## config.mk

```make
export PLATFORM = sky130hd
export DESIGN_NAME = sd_card_spi_responder
export DESIGN_NICKNAME = d
export VERILOG_FILES = /design/src/hw/rtl/sdr_pkg.sv /design/src/hw/rtl/sdr_front.sv /design/src/hw/rtl/sdr_back.sv /design/src/hw/rtl/sd_card_spi_responder.sv
export SDC_FILE = /design/constraint.sdc
export NUM_CORES = 2
export LEC_CHECK = 0
export BUFFER_PORTS_ARGS = -buffer_cell sky130_fd_sc_hd__buf_2
export CAP_MARGIN = 20
export CORE_MARGIN = 2
export CORE_UTILIZATION = 32
export CTS_CLUSTER_DIAMETER = 60
export DETAILED_ROUTE_END_ITERATION = 10
export PLACE_DENSITY = 0.48
export SETUP_SLACK_MARGIN = 0.5
export SLEW_MARGIN = 15
export SYNTH_ARGS = -nofsm -noshare
export SYNTH_HDL_FRONTEND = slang
export SYNTH_MEMORY_MAX_BITS = 65536
export SYNTH_SLANG_ARGS = --single-unit
```

## constraint.sdc

```tcl
create_clock -name clk -period 35.3 [get_ports clk]
set_clock_uncertainty 0.1 [all_clocks]
set_input_delay 3.53 -clock clk [delete_from_list [all_inputs] [get_ports clk]]
set_output_delay 3.53 -clock clk [all_outputs]
set_load 0.01 [all_outputs]
```

## src/hw/rtl/sdr_pkg.sv

```systemverilog
`default_nettype none
// ----------------------------------------------------------------------------
// sdr_pkg
// Shared types and constants for the SD card SPI-mode responder.
// ----------------------------------------------------------------------------
package sdr_pkg;

  localparam int SECTOR_BYTES = 512;
  localparam int IDX_W        = $clog2(SECTOR_BYTES);
  localparam int PHASE_W      = 10;

  localparam logic [PHASE_W-1:0] READ_END   = PHASE_W'(SECTOR_BYTES + 2);
  localparam logic [PHASE_W-1:0] WRITE_RESP = PHASE_W'(SECTOR_BYTES + 4);
  localparam logic [PHASE_W-1:0] WRITE_END  = PHASE_W'(SECTOR_BYTES + 8);

  // reply and token bytes
  localparam logic [7:0] BYTE_IDLE     = 8'hFF;
  localparam logic [7:0] R1_IN_IDLE    = 8'h01;
  localparam logic [7:0] R1_READY      = 8'h00;
  localparam logic [7:0] TOKEN_START   = 8'hFE;
  localparam logic [7:0] DATA_ACCEPTED = 8'h05;
  localparam logic [7:0] OCR_BYTE1     = 8'hC0;
  localparam logic [7:0] R7_ECHO       = 8'hAA;
  localparam logic [7:0] START_MASK    = 8'hC0;
  localparam logic [7:0] START_CODE    = 8'h40;
  localparam logic [7:0] CMD_MASK      = 8'h3F;

  // command indexes
  localparam logic [5:0] CMD_GO_IDLE    = 6'd0;
  localparam logic [5:0] CMD_SEND_IF    = 6'd8;
  localparam logic [5:0] CMD_STATUS     = 6'd13;
  localparam logic [5:0] CMD_READ_BLK   = 6'd17;
  localparam logic [5:0] CMD_WRITE_BLK  = 6'd24;
  localparam logic [5:0] CMD_APP_OP     = 6'd41;
  localparam logic [5:0] CMD_APP        = 6'd55;
  localparam logic [5:0] CMD_READ_OCR   = 6'd58;

  typedef enum logic [1:0] {
    KIND_SPI  = 2'd0,
    KIND_FILL = 2'd1,
    KIND_READ = 2'd2,
    KIND_NONE = 2'd3
  } kind_t;

  typedef enum logic [2:0] {
    MODE_IDLE   = 3'd0,
    MODE_CMD    = 3'd1,
    MODE_R7     = 3'd2,
    MODE_OCR    = 3'd3,
    MODE_READ   = 3'd4,
    MODE_WRITE  = 3'd5,
    MODE_STATUS = 3'd6
  } mode_t;

  typedef enum logic [1:0] {
    SEL_KEEP  = 2'd0,
    SEL_CONST = 2'd1,
    SEL_MEM   = 2'd2
  } reply_sel_t;

  typedef struct packed {
    kind_t            kind;
    logic [7:0]       spi_byte;
    logic [IDX_W-1:0] buffer_index;
    logic [7:0]       buffer_byte;
  } item_t;

  typedef struct packed {
    reply_sel_t  sel;
    logic [7:0]  reply_const;
    logic        buf_rd;
    logic        load_request;
    logic        store_request;
    logic [31:0] sector_number;
    logic        protocol_error;
  } result_t;

endpackage
`default_nettype wire

```

## src/hw/rtl/sdr_front.sv

```systemverilog
`default_nettype none
// ----------------------------------------------------------------------------
// sdr_front
// Input side: decodes the item kind and holds items in a two-entry queue.
// ----------------------------------------------------------------------------
module sdr_front
  import sdr_pkg::*;
(
  input  wire logic        clk,
  input  wire logic        rst,
  input  wire logic        s_tvalid,
  output logic             s_tready,
  input  wire logic [31:0] s_tdata,   // spi_byte[7:0], buffer_index[16:8], buffer_byte[24:17]
  input  wire logic [1:0]  s_tuser,   // kind
  output logic             q_valid,
  input  wire logic        q_ready,
  output item_t            q_item
);

  item_t      entry [2];
  logic       wr_ptr;
  logic       rd_ptr;
  logic [1:0] count;
  logic       push;
  logic       pop;
  item_t      in_item;

  always_comb begin
    in_item.kind         = kind_t'(s_tuser);
    in_item.spi_byte     = s_tdata[7:0];
    in_item.buffer_index = s_tdata[16:8];
    in_item.buffer_byte  = s_tdata[24:17];
  end

  assign s_tready = (count != 2'd2);
  assign q_valid  = (count != 2'd0);
  assign q_item   = entry[rd_ptr];
  assign push     = s_tvalid && s_tready;
  assign pop      = q_valid && q_ready;

  always_ff @(posedge clk) begin
    if (push) begin
      entry[wr_ptr] <= in_item;
    end
  end

  always_ff @(posedge clk) begin
    if (rst) begin
      wr_ptr <= 1'b0;
      rd_ptr <= 1'b0;
      count  <= 2'd0;
    end else begin
      if (push) wr_ptr <= ~wr_ptr;
      if (pop)  rd_ptr <= ~rd_ptr;
      count <= count + {1'b0, push} - {1'b0, pop};
    end
  end

endmodule
`default_nettype wire

```

## src/hw/rtl/sdr_back.sv

```systemverilog
`default_nettype none
// ----------------------------------------------------------------------------
// sdr_back
// Executes items: SPI command protocol, sector buffer and result register.
// ----------------------------------------------------------------------------
module sdr_back
  import sdr_pkg::*;
(
  input  wire logic        clk,
  input  wire logic        rst,
  input  wire logic        q_valid,
  output logic             q_ready,
  input  wire item_t       q_item,
  output logic             m_tvalid,
  input  wire logic        m_tready,
  output logic [55:0]      m_tdata
);

  logic [7:0] sector_store [SECTOR_BYTES];

  mode_t              mode, mode_next;
  logic [PHASE_W-1:0] phase, phase_next;
  logic [5:0]         command_index, command_index_next;
  logic [31:0]        argument, argument_next;
  logic [31:0]        block_address, block_address_next;
  logic [7:0]         pending_response, pending_response_next;
  logic [7:0]         last_reply;

  logic               out_valid;
  result_t            out_res;
  result_t            res_next;
  logic [7:0]         rdata;

  logic               fire;
  logic               mem_we;
  logic [IDX_W-1:0]   mem_addr;
  logic [7:0]         mem_wdata;
  logic [PHASE_W-1:0] phase_inc;
  logic [PHASE_W-1:0] phase_m2;
  logic [7:0]         reply_byte;
  logic [7:0]         b;

  assign q_ready   = !out_valid || m_tready;
  assign fire      = q_valid && q_ready;
  assign phase_inc = phase + PHASE_W'(1);
  assign phase_m2  = phase - PHASE_W'(2);
  assign b         = q_item.spi_byte;

  always_comb begin
    mode_next             = mode;
    phase_next            = phase;
    command_index_next    = command_index;
    argument_next         = argument;
    block_address_next    = block_address;
    pending_response_next = pending_response;
    mem_we                = 1'b0;
    mem_addr              = q_item.buffer_index;
    mem_wdata             = q_item.buffer_byte;
    res_next.sel            = SEL_KEEP;
    res_next.reply_const    = BYTE_IDLE;
    res_next.buf_rd         = 1'b0;
    res_next.load_request   = 1'b0;
    res_next.store_request  = 1'b0;
    res_next.protocol_error = 1'b0;

    unique case (q_item.kind)
      KIND_FILL: mem_we = 1'b1;
      KIND_READ: res_next.buf_rd = 1'b1;
      KIND_NONE: ;
      KIND_SPI: begin
        unique case (mode)
          MODE_CMD: begin
            if (phase < PHASE_W'(4)) begin
              argument_next = {argument[23:0], b};
              phase_next    = phase_inc;
            end else begin
              phase_next = '0;
              unique case (command_index) inside
                CMD_GO_IDLE, CMD_APP: begin
                  mode_next             = MODE_IDLE;
                  pending_response_next = R1_IN_IDLE;
                end
                CMD_SEND_IF: begin
                  mode_next             = MODE_R7;
                  pending_response_next = R1_READY;
                end
                CMD_STATUS: begin
                  mode_next             = MODE_STATUS;
                  pending_response_next = R1_READY;
                end
                CMD_READ_BLK: begin
                  mode_next          = MODE_READ;
                  block_address_next = argument;
                end
                CMD_WRITE_BLK: begin
                  mode_next          = MODE_WRITE;
                  block_address_next = argument;
                end
                CMD_APP_OP: begin
                  mode_next             = MODE_IDLE;
                  pending_response_next = R1_READY;
                end
                CMD_READ_OCR: begin
                  mode_next             = MODE_OCR;
                  pending_response_next = R1_READY;
                end
                default: begin
                  mode_next             = MODE_IDLE;
                  pending_response_next = BYTE_IDLE;
                end
              endcase
            end
          end
          MODE_R7: begin
            res_next.sel = SEL_CONST;
            if (b != BYTE_IDLE) begin
              res_next.sel            = SEL_KEEP;
              res_next.protocol_error = 1'b1;
              mode_next               = MODE_IDLE;
              phase_next              = '0;
            end else if (phase >= PHASE_W'(4)) begin
              res_next.reply_const = R7_ECHO;
              mode_next            = MODE_IDLE;
              phase_next           = '0;
            end else begin
              res_next.reply_const = R1_READY;
              phase_next           = phase_inc;
            end
          end
          MODE_OCR: begin
            if (b != BYTE_IDLE) begin
              res_next.protocol_error = 1'b1;
              mode_next               = MODE_IDLE;
              phase_next              = '0;
            end else begin
              res_next.sel = SEL_CONST;
              if (phase == PHASE_W'(0))      res_next.reply_const = R1_READY;
              else if (phase == PHASE_W'(1)) res_next.reply_const = OCR_BYTE1;
              else                           res_next.reply_const = BYTE_IDLE;
              if (phase >= PHASE_W'(4)) begin
                mode_next  = MODE_IDLE;
                phase_next = '0;
              end else begin
                phase_next = phase_inc;
              end
            end
          end
          MODE_STATUS: begin
            if (b != BYTE_IDLE) begin
              res_next.protocol_error = 1'b1;
              mode_next               = MODE_IDLE;
              phase_next              = '0;
            end else begin
              res_next.sel         = SEL_CONST;
              res_next.reply_const = R1_READY;
              if (phase >= PHASE_W'(1)) begin
                mode_next  = MODE_IDLE;
                phase_next = '0;
              end else begin
                phase_next = phase_inc;
              end
            end
          end
          MODE_READ: begin
            mem_addr = phase_m2[IDX_W-1:0];
            if (phase == PHASE_W'(0)) begin
              res_next.sel          = SEL_CONST;
              res_next.reply_const  = R1_READY;
              res_next.load_request = 1'b1;
            end else if (phase == PHASE_W'(1)) begin
              res_next.sel         = SEL_CONST;
              res_next.reply_const = TOKEN_START;
            end else if (phase < READ_END) begin
              res_next.sel = SEL_MEM;
            end
            phase_next = phase_inc;
            if (phase_inc >= READ_END) begin
              mode_next             = MODE_IDLE;
              phase_next            = '0;
              pending_response_next = BYTE_IDLE;
            end
          end
          MODE_WRITE: begin
            mem_addr   = phase_m2[IDX_W-1:0];
            mem_wdata  = b;
            phase_next = phase_inc;
            if (phase == PHASE_W'(0)) begin
              res_next.sel         = SEL_CONST;
              res_next.reply_const = R1_READY;
            end else if (phase == PHASE_W'(1)) begin
              if (b != TOKEN_START) begin
                res_next.protocol_error = 1'b1;
                mode_next               = MODE_IDLE;
                phase_next              = '0;
              end
            end else if (phase < READ_END) begin
              mem_we = 1'b1;
            end else if (phase == WRITE_RESP) begin
              res_next.sel         = SEL_CONST;
              res_next.reply_const = DATA_ACCEPTED;
            end else if (phase > WRITE_RESP) begin
              res_next.sel         = SEL_CONST;
              res_next.reply_const = BYTE_IDLE;
            end
            if (!res_next.protocol_error && phase_inc >= WRITE_END) begin
              mode_next              = MODE_IDLE;
              phase_next             = '0;
              pending_response_next  = R1_READY;
              res_next.store_request = 1'b1;
            end
          end
          default: begin
            // idle, and the unused mode code
            if (b == BYTE_IDLE) begin
              res_next.sel          = SEL_CONST;
              res_next.reply_const  = pending_response;
              pending_response_next = BYTE_IDLE;
            end else if ((b & START_MASK) == START_CODE) begin
              mode_next          = MODE_CMD;
              command_index_next = 6'(b & CMD_MASK);
              argument_next      = '0;
              phase_next         = '0;
            end
          end
        endcase
      end
      default: ;
    endcase

    res_next.sector_number = block_address_next;
  end

  // sector buffer, one port, registered read
  always_ff @(posedge clk) begin
    if (fire) begin
      if (mem_we) begin
        sector_store[mem_addr] <= mem_wdata;
      end
      rdata <= sector_store[mem_addr];
    end
  end

  always_ff @(posedge clk) begin
    if (fire) begin
      out_res <= res_next;
    end
  end

  always_ff @(posedge clk) begin
    if (rst) begin
      mode             <= MODE_IDLE;
      phase            <= '0;
      command_index    <= '0;
      argument         <= '0;
      block_address    <= '0;
      pending_response <= BYTE_IDLE;
      last_reply       <= BYTE_IDLE;
      out_valid        <= 1'b0;
    end else begin
      if (fire) begin
        mode             <= mode_next;
        phase            <= phase_next;
        command_index    <= command_index_next;
        argument         <= argument_next;
        block_address    <= block_address_next;
        pending_response <= pending_response_next;
      end
      if (out_valid && m_tready) begin
        last_reply <= reply_byte;
      end
      if (fire) begin
        out_valid <= 1'b1;
      end else if (m_tready) begin
        out_valid <= 1'b0;
      end
    end
  end

  always_comb begin
    unique case (out_res.sel)
      SEL_CONST: reply_byte = out_res.reply_const;
      SEL_MEM:   reply_byte = rdata;
      default:   reply_byte = last_reply;
    endcase
  end

  assign m_tvalid = out_valid;
  assign m_tdata  = {5'd0,
                     out_res.protocol_error,
                     out_res.sector_number,
                     out_res.store_request,
                     out_res.load_request,
                     (out_res.buf_rd ? rdata : 8'd0),
                     reply_byte};

`ifndef ASSERT_OFF
  a_rdata_hold: assert property (@(posedge clk) disable iff (rst)
    (out_valid && !m_tready) |=> $stable(rdata))
    else $error("buffer read data changed under a stalled result");

  a_idle_phase: assert property (@(posedge clk) disable iff (rst)
    (mode == MODE_IDLE) |-> (phase == '0))
    else $error("idle with nonzero phase");

  a_phase_bound: assert property (@(posedge clk) disable iff (rst)
    phase < WRITE_END)
    else $error("phase ran past the end of a block transfer");

  a_req_exclusive: assert property (@(posedge clk) disable iff (rst)
    out_valid |-> !(out_res.load_request && out_res.store_request))
    else $error("load and store requested together");

  a_err_keeps_reply: assert property (@(posedge clk) disable iff (rst)
    (out_valid && out_res.protocol_error) |-> (out_res.sel == SEL_KEEP))
    else $error("protocol error changed the reply");
`endif

endmodule
`default_nettype wire

```

## src/hw/rtl/sd_card_spi_responder.sv

```systemverilog
`default_nettype none
// A result is offered once its item has passed the queue register, then the
// protocol stage with its registered sector buffer read. Throughput: one item
// per cycle while the output is not stalled; the two-entry input queue and the
// result register let input and output stall independently.
// Reset: synchronous, active high; protocol state returns to idle, replies to
// 0xFF. Sector buffer contents are undefined until written.
// ----------------------------------------------------------------------------
// sd_card_spi_responder
// SD card target in SPI mode, one exchanged byte or buffer access per item.
// ----------------------------------------------------------------------------
module sd_card_spi_responder
  import sdr_pkg::*;
(
  input  wire logic        clk,
  input  wire logic        rst,
  input  wire logic        s_tvalid,
  output logic             s_tready,
  input  wire logic [31:0] s_tdata,   // spi_byte[7:0], buffer_index[16:8], buffer_byte[24:17]
  input  wire logic [1:0]  s_tuser,   // kind
  output logic             m_tvalid,
  input  wire logic        m_tready,
  output logic [55:0]      m_tdata    // reply_byte[7:0], buffer_out[15:8], load_request[16],
                                      // store_request[17], sector_number[49:18],
                                      // protocol_error[50]
);

  logic  q_valid;
  logic  q_ready;
  item_t q_item;

  sdr_front u_front (
    .clk      (clk),
    .rst      (rst),
    .s_tvalid (s_tvalid),
    .s_tready (s_tready),
    .s_tdata  (s_tdata),
    .s_tuser  (s_tuser),
    .q_valid  (q_valid),
    .q_ready  (q_ready),
    .q_item   (q_item)
  );

  sdr_back u_back (
    .clk      (clk),
    .rst      (rst),
    .q_valid  (q_valid),
    .q_ready  (q_ready),
    .q_item   (q_item),
    .m_tvalid (m_tvalid),
    .m_tready (m_tready),
    .m_tdata  (m_tdata)
  );

endmodule
`default_nettype wire
```

==> impl_metrics.csv <==
group,metric,value,unit
clock_tree,cts.clk_slew.worst_paths,0.06,ns
placement,port_buffers,83,
die,fp-row-count,267,
yosys,synthFlopType,"edfxtp_1",
yosys,synth_top_area_cell,"edfxtp_1",
yosys,synth_cell_type_count,86,
final_layout,drive_gt1_share,11.5,%
pwr,seqPwrFrac,42.7,%
yosys,netlist_area,169000,µm²
yosys,synthXorXnorAreaFrac,0.0827,%
worst_setup_path,reg2reg_slack,26.11,ns
routing,ant_nets,0,
pwr,total_power,0.0145,W
yosys,ys_seq_area_share,75.6,%
pwr,p_per_area,75.7,nW/µm²
timing,relSlewSlack,15.8,%
yosys,synth_edf_count,4202,
timing,rsz0062_at_grt,"false",
pwr,p_int,0.00969,W
status,status,"finished clean",
clock_tree,cts_tree,"done",
clock_tree,cts_buffers,453,
clock_tree,cts_resized,0,
routing,drc,0,
yosys,synthMuxAreaShare,6.28,%
final_layout,syn_to_final_growth,13.2,%
worst_setup_path,crit_buf_inv,7,
worst_setup_path,start_kind,"flip-flop",
worst_setup_path,cp.required,35.85,ns
global_route,grt_usage,18.7,%
flow_run,cap_violations,0,
routing,post_drt_via_cell_ratio,5.36,
global_route,first_global_vias,97100,
timing,fin_tns_setup,0,ns
timing,whs,0.350,ns
global_route,grt_max_degree,186,
routing,num_vias,99600,
yosys,syn_inst,11200,
yosys,synth.area.top_cells,"edfxtp_1 74%, nand2_1 4.4%, mux4_2 3.2%",
yosys,synth_top_area_share,74.4,%
clock_tree,cts_root_buffer,"clkbuf_16",
pwr,p_switching,0.00485,W
global_route,antenna_found_initial,50,
yosys,ys_warn_count,0,
die,die_w,732,µm
worst_hold_path,hold_path.class,"flip-flop to flip-flop",
clock_tree,clk_path_buf_depth,4,
die,coreArea,528000,µm²
routing,drtIter0Drc,11000,
clock_tree,clock-sinks,4301,
routing,first_pass_iters,7,
yosys,synth_top_family_by_area,"simple AND/OR/NAND/NOR gates",
clock_tree,clk-insertion-delay-late,1.05,ns
worst_setup_path,critPathTopFamily,"buffers and inverters",
final_layout,fillerInstances,49300,
clock_tree,cts_hold_buffers,0,
worst_setup_path,critPathMaxFanout,99,
timing,setup_viol,0,
global_route,grt.overflow.total,0,
pwr,leakagePower,61.0,nW
clock_tree,cts_setup_buffers,0,
die,ios,96,
pwr,sw_frac_of_total,33.3,%
timing,clock.fmax,0.109,GHz
final_layout,fin_nets,11200,
timing,tightest_slew,1.26,ns
pwr,clkPwrFrac,32.1,%
timing,timing.final.crit_share,26.0,%
global_route,grt_pass1_wl,733000,µm
worst_setup_path,crit_path_top_delay_cell,"or4b_1",
worst_setup_path,crit_chain,"buf_4, nor3b_2, o21ai_2, buf_4, o21ai_4, buf_4, buf_4, buf_12, buf_4, buf_4, mux4_2, nand3_1, nand3_1, o21ai_0, nand3_1, or4b_1",
yosys,synthArstFlopShare,0,%
timing,finalHoldViolations,0,
worst_setup_path,cp-end-kind,"flip-flop",
timing,maxSlewViolCount,0,
yosys,synth_compound_area_share,6.76,%
worst_setup_path,cpPeakStageDelay,0.92,ns
pwr,combPwrFrac,25.2,%
die,initial_utilization,32.1,%
placement,gp_congestion,0.826,
worst_setup_path,crit_top_cell,"buf_4",
yosys,yosys.area_share.simple,8.81,%
worst_setup_path,worstSetupPathType,"flip-flop to flip-flop",
routing,drt_wl_total,521000,µm
timing,period_needed,9.19,ns
yosys,avgSynthCellArea,15.2,µm²
routing,avgRoutedWirePerCell,28.0,µm
placement,dp_hpwl,308000,µm
die,dieHeight,732,µm
yosys,yosys_register_bits,4301,
clock_tree,h-tree-depth,5,
yosys,synthAdderAreaFrac,0.0738,%
pwr,ir_drop,0.0521,mV
worst_setup_path,cp.arrival,9.74,ns
final_layout,fin_util,36.3,%
die,die_area,536000,µm²
-- metrics by stage --
step | cell area, µm² | setup slack (ns) | instances
after floorplan | 170000 | 9.85 | 11200
after global placement | 177000 | 26.12 | 17700
after detailed placement | 177000 | 26.13 | 17700
after CTS | 192000 | 26.11 | 18600
after global routing | 192000 | 25.91 | 18600
final | 192000 | 26.11 | 18600
-- metal layers --
layer | global-route usage [%] | part of all wire (%) | vias up
met3 | 3.27 | 7.4 | 757
met4 | 5.78 | 3.3 | 22
met1 | 25.9 | 43 | 51800
met5 | 0 | 0.024 | -
met2 | 30.1 | 47 | 3978
li1 | - | - | 43100
-- cells in the mapped netlist (47+ instances only) --
cell type,n
a31oi_1,209
a21oi_1,666
clkbuf_1,268
mux4_2,243
a32oi_1,105
o22ai_1,132
a22oi_1,148
mux2i_1,459
nor2_1,612
o21ai_0,97
nand4_1,125
buf_4,127
mux2_2,47
nor4_1,69
nand3_1,487
buf_1,75
dfxtp_1,99
edfxtp_1,4202
a221oi_1,201
nand2_1,2006
buf_2,290
-- final timing paths --
path / end / cells past startpoint / start
worst max-delay path: u_back.rdata[3]$_DFFE_PP_ / 16 / flip-flop
worst min register to register: u_back.argument[28]$_SDFFE_PP0P_ / 2 / u_back.argument[28]$_SDFFE_PP0P_
worst min-delay path: u_back.argument[28]$_SDFFE_PP0P_ / 2 / u_back.argument[28]$_SDFFE_PP0P_
worst max register to register: u_back.rdata[3]$_DFFE_PP_ / 16 / flip-flop
-- registers in the layout, indices dropped and copies added (netlist names), 3 cells and up, named ones only --
signal                flops
u_back.sector_store    4096
u_front.entry            54
u_back.m_tdata           35
u_back.argument          32
u_back.block_address     32
u_back.phase             10
u_back.out_res            9
u_back.last_reply         8
u_back.rdata              8
u_back.command_index      6
u_back.mode               3
-- cell type report --
class	instances	area (µm²)	area share, %
Multi-Input combinational cell	6071	37900	19.7
Sequential cell	4301	128000	66.8
Clock inverter	286	2600	1.35
Inverter	25	93.8	0.0489
Antenna cell	22	55.1	0.0287
Tap cell	6994	8750	4.56
Timing Repair Buffer	326	2530	1.32
Clock buffer	551	11800	6.17
-- layout by cell type (no fill, tap or decap), types with 69 or more instances in the layout --
| cell | instances |
|---|---|
| clkinv_1 | 121 |
| edfxtp_1 | 4202 |
| a22oi_1 | 148 |
| buf_2 | 83 |
| o21ai_0 | 90 |
| a21oi_1 | 662 |
| clkbuf_16 | 456 |
| buf_4 | 220 |
| nand2_1 | 1988 |
| nor2_1 | 608 |
| nand4_1 | 125 |
| clkinv_2 | 78 |
| a32oi_1 | 105 |
| nor4_1 | 69 |
| nand3_1 | 481 |
| a221oi_1 | 201 |
| o22ai_1 | 132 |
| mux4_2 | 243 |
| clkbuf_1 | 87 |
| dfxtp_1 | 98 |
| mux2i_1 | 456 |
| a31oi_1 | 208 |
-- worst register-to-register path, stage by stage (launching register included) --
cell and delay (ns):
dfxtp_2 0.31, buf_4 0.50, nor3b_2 0.55, o21ai_2 0.11, buf_4 0.30, o21ai_4 0.22
buf_4 0.67, buf_4 0.66, buf_12 0.58, buf_4 0.73, buf_4 0.89, mux4_2 0.70
nand3_1 0.11, nand3_1 0.08, o21ai_0 0.84, nand3_1 0.56, or4b_1 0.92
-- logic make-up after synthesis --
| logic type | after synthesis |
|---|---|
| fa+ha+maj | 10 |
| simple gates | 3524 |
| xor+xnor | 16 |
| buf+inv | 806 |
| other cells | 1 |
| compound gates | 1763 |
| mux | 753 |
| flops | 4301 |
-- power groups by stage --
stage / Clock, W / Combinational [W] / Sequential (W)
global placement: 0 / 0.00363 / 0.00631
floorplan: 0 / 0.00207 / 0.00709
detailed placement: 0 / 0.00368 / 0.00631
finish: 0.00466 / 0.00367 / 0.00620
global route: 0.00493 / 0.00389 / 0.00621
CTS: 0.00475 / 0.00368 / 0.00620
No activity file was read; power rests on OpenSTA's default activity.
